<file path="src/hw/rtl/mos_pkg.sv">
`default_nettype none

package mos_pkg;

  // fixed field widths of the words on the ports
  localparam int DATA_W      = 32;
  localparam int COUNT_OUT_W = 7;
  localparam int STATUS_W    = 2;

  // defaults for the top-level parameters
  localparam int DEF_CAPACITY     = 64;
  localparam int DEF_SAMPLE_WIDTH = 32;

  // action codes
  localparam logic ACT_ADD    = 1'b0;
  localparam logic ACT_FINISH = 1'b1;

  // result status codes
  localparam logic [STATUS_W-1:0] ST_UNIQUE    = 2'd0;
  localparam logic [STATUS_W-1:0] ST_NO_UNIQUE = 2'd1;
  localparam logic [STATUS_W-1:0] ST_EMPTY     = 2'd2;
  localparam logic [STATUS_W-1:0] ST_DROPPED   = 2'd3;

  // token kinds moving down the cell chain
  localparam logic [1:0] TOK_BUBBLE = 2'd0;
  localparam logic [1:0] TOK_ADD    = 2'd1;
  localparam logic [1:0] TOK_FINISH = 2'd2;

  typedef struct packed {
    logic                     action;
    logic signed [DATA_W-1:0] sample_value;
  } in_word_t;

  typedef struct packed {
    logic signed [DATA_W-1:0] mode_value;
    logic [COUNT_OUT_W-1:0]   mode_count;
    logic [STATUS_W-1:0]      status;
  } out_word_t;

  // control part of a token handed from cell to cell
  typedef struct packed {
    logic [1:0] kind;
    logic       tie;      // top count seen more than once so far
    logic       empty;    // set had no kept samples at finish
    logic       dropped;  // an add was refused before finish
  } tok_ctl_t;

endpackage

`default_nettype wire

</file>
<file path="src/hw/rtl/mos_cell.sv">
`default_nettype none

module mos_cell import mos_pkg::*; #(
  parameter int SAMPLE_WIDTH = DEF_SAMPLE_WIDTH,
  parameter int CNT_W        = 7
) (
  input  wire logic                    clk,
  input  wire logic                    rst,
  input  wire logic                    advance,
  input  wire tok_ctl_t                ctl_in,
  input  wire logic [SAMPLE_WIDTH-1:0] value_in,
  input  wire logic [CNT_W-1:0]        top_in,
  output tok_ctl_t                     ctl_out,
  output logic [SAMPLE_WIDTH-1:0]      value_out,
  output logic [CNT_W-1:0]             top_out
);

  logic                    valid;
  logic [SAMPLE_WIDTH-1:0] val;
  logic [CNT_W-1:0]        cnt;

  logic                    valid_next;
  logic [SAMPLE_WIDTH-1:0] val_next;
  logic [CNT_W-1:0]        cnt_next;
  tok_ctl_t                ctl_next;
  logic [SAMPLE_WIDTH-1:0] value_next;
  logic [CNT_W-1:0]        top_next;
  logic                    hit;

  assign hit = valid && (val == value_in);

  always_comb begin
    valid_next = valid;
    val_next   = val;
    cnt_next   = cnt;
    ctl_next   = ctl_in;
    value_next = value_in;
    top_next   = top_in;
    case (ctl_in.kind)
      TOK_ADD: begin
        if (hit) begin
          cnt_next      = cnt + 1'b1;
          ctl_next.kind = TOK_BUBBLE;
        end else if (!valid) begin
          // first free cell takes the new value
          valid_next    = 1'b1;
          val_next      = value_in;
          cnt_next      = CNT_W'(1);
          ctl_next.kind = TOK_BUBBLE;
        end
      end
      TOK_FINISH: begin
        if (valid) begin
          valid_next = 1'b0;
          if (cnt > top_in) begin
            top_next     = cnt;
            value_next   = val;
            ctl_next.tie = 1'b0;
          end else if (cnt == top_in) begin
            ctl_next.tie = 1'b1;
          end
        end
      end
      default: ;
    endcase
  end

  always_ff @(posedge clk) begin
    if (rst) begin
      valid   <= 1'b0;
      ctl_out <= '0;
    end else if (advance) begin
      valid   <= valid_next;
      ctl_out <= ctl_next;
    end
  end

  always_ff @(posedge clk) begin
    if (advance) begin
      val       <= val_next;
      cnt       <= cnt_next;
      value_out <= value_next;
      top_out   <= top_next;
    end
  end

endmodule

`default_nettype wire

</file>
<file path="config.mk">
export PLATFORM = sky130hd
export DESIGN_NAME = mos_cell
export DESIGN_NICKNAME = d
export VERILOG_FILES = /design/src/hw/rtl/mos_pkg.sv /design/src/hw/rtl/mos_cell.sv
export SDC_FILE = /design/constraint.sdc
export NUM_CORES = 1
export LEC_CHECK = 0
export BUFFER_PORTS_ARGS = -buffer_cell sky130_fd_sc_hd__buf_2
export CAP_MARGIN = 20
export CORE_UTILIZATION = 40
export CTS_BUF_LIST = sky130_fd_sc_hd__clkbuf_2
export DETAILED_ROUTE_END_ITERATION = 10
export PLACE_DENSITY = 0.61
export SETUP_SLACK_MARGIN = 0.15
export SLEW_MARGIN = 10
export SYNTH_ARGS = -nofsm -noshare
export SYNTH_HDL_FRONTEND = slang
export SYNTH_SLANG_ARGS = --single-unit
</file>
<file path="constraint.sdc">
create_clock -name clk -period 3.85 [get_ports clk]
set_input_delay 0.77 -clock clk [delete_from_list [all_inputs] [get_ports clk]]
set_output_delay 0.77 -clock clk [all_outputs]
set_load 0.02 [all_outputs]
</file>
### Yosys cells after proc, flatten, opt, wreduce, memory -nomap -nowiden

Index checks and enable logic that the tools add are counted.

| operators by class | value |
|---|---|
| add/subtract/negate cells | 1 |
| order comparisons | 1 |
| equality and inequality tests | 6 |
| mux-type cells | 17 |
| bitwise operators | 2 |
| reduce and logical (&&, ||, !) cells | 5 |

Operators by type and width:

| operator | number |
|---|---|
| $mux 32 | 3 |
| $mux 7 | 5 |
| $eq 32x32->1 | 1 |
| $add 7x1->7 const B | 1 |
| $eq 7x7->1 | 1 |
| $gt 7x7->1 | 1 |
| $mux 2 | 3 |
| $reduce_and 3->1 | 2 |
| $mux 1 | 5 |
| $reduce_and 4->1 | 1 |
| $eq 2x1->1 const B | 1 |
| $eq 2x2->1 const B | 1 |
| $ne 2x1->1 const B | 1 |
| $ne 2x2->1 const B | 1 |
| $not 1->1 | 2 |
| $pmux 1 s2 | 1 |
| $reduce_bool 2->1 | 1 |
| $logic_and 1x1->1 | 1 |

| storage, ports and cells | value |
|---|---|
| bits in registers | 84 |
| bits of input ports | 47 |

### Depth between registers and ports, before layout

| logic depth | value |
|---|---|
| depth after elaboration | 5 |
| mapped depth | 10 |

### Worst setup path before layout

Ideal clock, no wire load.

| path | value |
|---|---|
| path kind | input port to flip-flop |
| from | in advance |
| to | reg val[0], enable pin |
| arrival | 2.650 ns |
| slack | 0.779 ns |
| stages on the path | 4 |
| cell sequence | clkbuf_1 > nor2b_1 > nand2_1 > nor2_1 |

| between the ends | value |
|---|---|
| longest elaborated chain between the ends | 1 |

RTL lines:

| what | RTL line | text |
|---|---|---|
| start: declaration | mos_cell.sv:9 | `input wire logic advance,` |
| $reduce_and 4->1 (no source line) | -- |  |
| end signal: assignment | mos_cell.sv:80 | `val <= val_next;` |
| end: declaration | mos_cell.sv:19 | `logic [SAMPLE_WIDTH-1:0] val;` |

No other way between the ends.
A chain may end at the register's enable or synchronous reset.

### Worst setup path in the final report

| path | value |
|---|---|
| from | reg cnt[5] |
| to | reg top_out[2], data pin |

| between the ends | value |
|---|---|
| longest elaborated chain between the ends | 4 |

RTL lines:

| what | RTL line | text |
|---|---|---|
| start: declaration | mos_cell.sv:20 | `logic [CNT_W-1:0] cnt;` |
| start signal: assignment | mos_cell.sv:81 | `cnt <= cnt_next;` |
| $gt 7x7->1 | mos_cell.sv:55 | `if (cnt > top_in) begin` |
| $mux 7 | mos_cell.sv:55 |  |
| $mux 7 | mos_cell.sv:53 | `if (valid) begin` |
| $mux 7 | mos_cell.sv:39 | `case (ctl_in.kind)` |
| via top_next[2] | mos_cell.sv:27 | `logic [CNT_W-1:0] top_next;` |
| end signal: assignment | mos_cell.sv:83 | `top_out <= top_next;` |
| end: declaration | mos_cell.sv:15 | `output logic [CNT_W-1:0] top_out` |

The timed path passes the listed nets, and every way through them passes these cells.

==> metrics.yaml <==
cts_sinks: 84
core_region_area_sq_um: 9240
synth_cell_type_count: 34
cts_buffer_depth: 2
postSynthCellCount: 241
hold_class: "input port to register"
numCtsBuffers: 9
ir_drop_mv: 0.122
multi_input_area_sq_um: 1280
wl_um: 6990
die_x_um: 99.9
synth_flop_cell: "edfxtp_1"
final_nets: 394
power_per_cell_area_nw_per_um2: 363
rsz0062_at_grt: "no"
intPower_mw: 1.21
io_buffers: 90
total_power_mw: 1.63
antenna_left: 0
p_leak_nw: 1.79
r2r_end: "top_out[2]"
dp_hpwl_um: 4940
grt_pass1_wl_um: 11000
gp_congestion: 0.861
antenna_found_initial: 0
drive_above_1_share_pct: 43.3
switching_share_pct: 26.1
finClkSkew_ns: 0.0391
cts.repair.resized: 0
cts_setup_buffers: 0
diodes: 0
grt_max_degree: 48
crit_arrival_ns: 2.73
final.fill_count: 839
crit_path_start_kind: "register"
synth.net_count: 296
synthTopCellsByArea: "edfxtp_1 (61%), mux2_4 (7.8%), xor2_1 (7.8%), mux2_2 (5.6%), dfxtp_1 (3.1%)"
synthesis.area_sq_um: 3830
rows: 35
finalMaxSlewViolations: 0
yosysMostFrequentCell: "edfxtp_1"
cts_tree: "built"
worst_slew_pin_slew_ns: 0.960
timing.rr.start: "cnt[5]"
fin_tns_setup_ns: 0
design_area_sq_um: 4490
hold_buffers: 0
fmax_mhz: 407
rrSetupSlack_ns: 1.39
initial_core_util_pct: 41.5
grtUsageTotal_pct: 14.9
seq_area_frac_synth_pct: 64.3
post_drt_wl_per_cell_um: 14.8
min_to: "val[13]"
ys_seq_elements: 84
drtPass1Iterations: 4
crit_path_start: "cnt[5]"
synth_common_cells: "edfxtp_1 (78), xor2_1 (34), mux2_4 (20)"
drc: 0
die_area_sq_um: 9980
fin_util_pct: 48.6
syn_area_per_cell_sq_um: 15.9
via_count: 2228
setup_viol: 0
required_ns: 4.12
grt_pass1_vias: 2196
synth-warning-count: 0
seq_area_sq_um: 2460
post-route-min-period_ns: 2.46
slew_headroom_pct: 35.8
clkTransAtPathRegs_ns: 0.25
pwr-share-seq_pct: 64.9
pwr-share-clk_pct: 23.4
area_growth_pct: 17.3
root_buffer: "clkbuf_2"
hold-path-cell-count: 1
yosysTopAreaCell: "edfxtp_1"
synth_top_area_share_pct: 61.1
critPathCaptureType: "register"
drv_cap: 0
path_class: "register to register"
vias_per_cell: 4.71
cp_max_fo: 19
rr_worst_depth: 7
pin_count: 91
power.switching_uw: 425
die_h_um: 99.9
post_dp_cell_area_sq_um: 4410
status: "finished clean"
synth_edf_count: 78
synth_async_sr_flop_share_pct: 0
combinationalPowerShare_pct: 11.7
ctsHtreeMaxLevel: 3
fin_crit_sh_pct: 63.8
hold_viol: 0
clk_latency_ns: 0.52
grt_overflow: 0
holdCritStartpoint: "value_in[13]"
drtIter0Drc: 62
## metrics by stage
stage | instances | hold slack (ns) | setup WS, ns
after CTS | 473 | 0.399 | 1.35
after detailed placement | 457 | 0.458 | 0.973
after global routing | 473 | 0.378 | 1.20
after global placement | 457 | 0.461 | 0.967
final | 473 | 0.440 | 1.39
after floorplan | 241 | 0.500 | 0.779
## power by group through the flow
stage | Clock (mW) | Combinational (mW) | Sequential (mW)
final | 0.381 | 0.190 | 1.06
after global routing | 0.439 | 0.209 | 1.06
after CTS | 0.395 | 0.194 | 1.06
after detailed placement | 0 | 0.193 | 1.08
after global placement | 0 | 0.191 | 1.08
after floorplan | 0 | 0.0747 | 1.11
## state kept, by name, summed over array words and instances (netlist names)
signal / count
cnt: 7
ctl_out: 5
top_out: 7
val: 32
valid: 1
value_out: 32
## metal layers
layer  share of wire, %  global-route usage [%]  vias up
li1                   -                       -     1089
met1                 48                    19.7     1075
met2                 47                    23.2       60
met3                4.6                    3.69        4
met4               0.90                    6.33        0
met5                  0                       0        -
## cells by family (layout without fill, tap and decap cells)
family	after synthesis	in the layout	share of synthesized area, %
mux	41	41	13.9
xor+xnor	37	37	8.46
simple gates	47	47	6.43
flops	84	84	64.3
compound gates	11	11	1.89
fa+ha+maj	8	8	2.61
buf+inv	13	116	2.42
## worst max-delay path by stage
stage | to | slack (ns) | cells past startpoint
finish | top_out[2] | 1.39 | 7
global route | cnt[4] | 1.20 | 6
CTS | cnt[4] | 1.35 | 6
detailed placement | cnt[6] | 0.97 | 7
global placement | cnt[5] | 0.97 | 7
floorplan | val[0] | 0.78 | 4
## layout make-up
cell class	count	area share, %
clock buffer	9	1.00
clock inverter	7	0.919
inverter	7	0.585
multi-input combinational	144	28.6
sequential	84	54.8
tap	129	3.59
timing repair buffer	93	10.5
## layout by cell type (no fill, tap or decap), drive strengths merged
cell type and count:
buf 93, edfxtp 78, mux2 39, xor2 34, nor2 15, clkbuf 9
nor4 8, ha 8, inv 8, nand2 6, dfxtp 6, nand4 4
a21oi 4, nand3 4, clkinv 4, nor2b 3, xnor2 3, nor3b 2
and3 2, mux2i 2, clkinvlp 2, o21a 1, o21bai 1, a21o 1
nand3b 1, a31o 1, a211o 1, nand2b 1, o31ai 1, nor3 1
o21ai 1
## critical path, cell delays in order (launching register included)
cell	delay, ns
edfxtp_1	0.50
ha_1	0.35
nand4_1	0.15
o21bai_1	0.19
a31o_2	0.24
nor2_4	0.11
buf_4	0.32
mux2_2	0.37
Note: power is estimated with default switching activity, not from simulation.
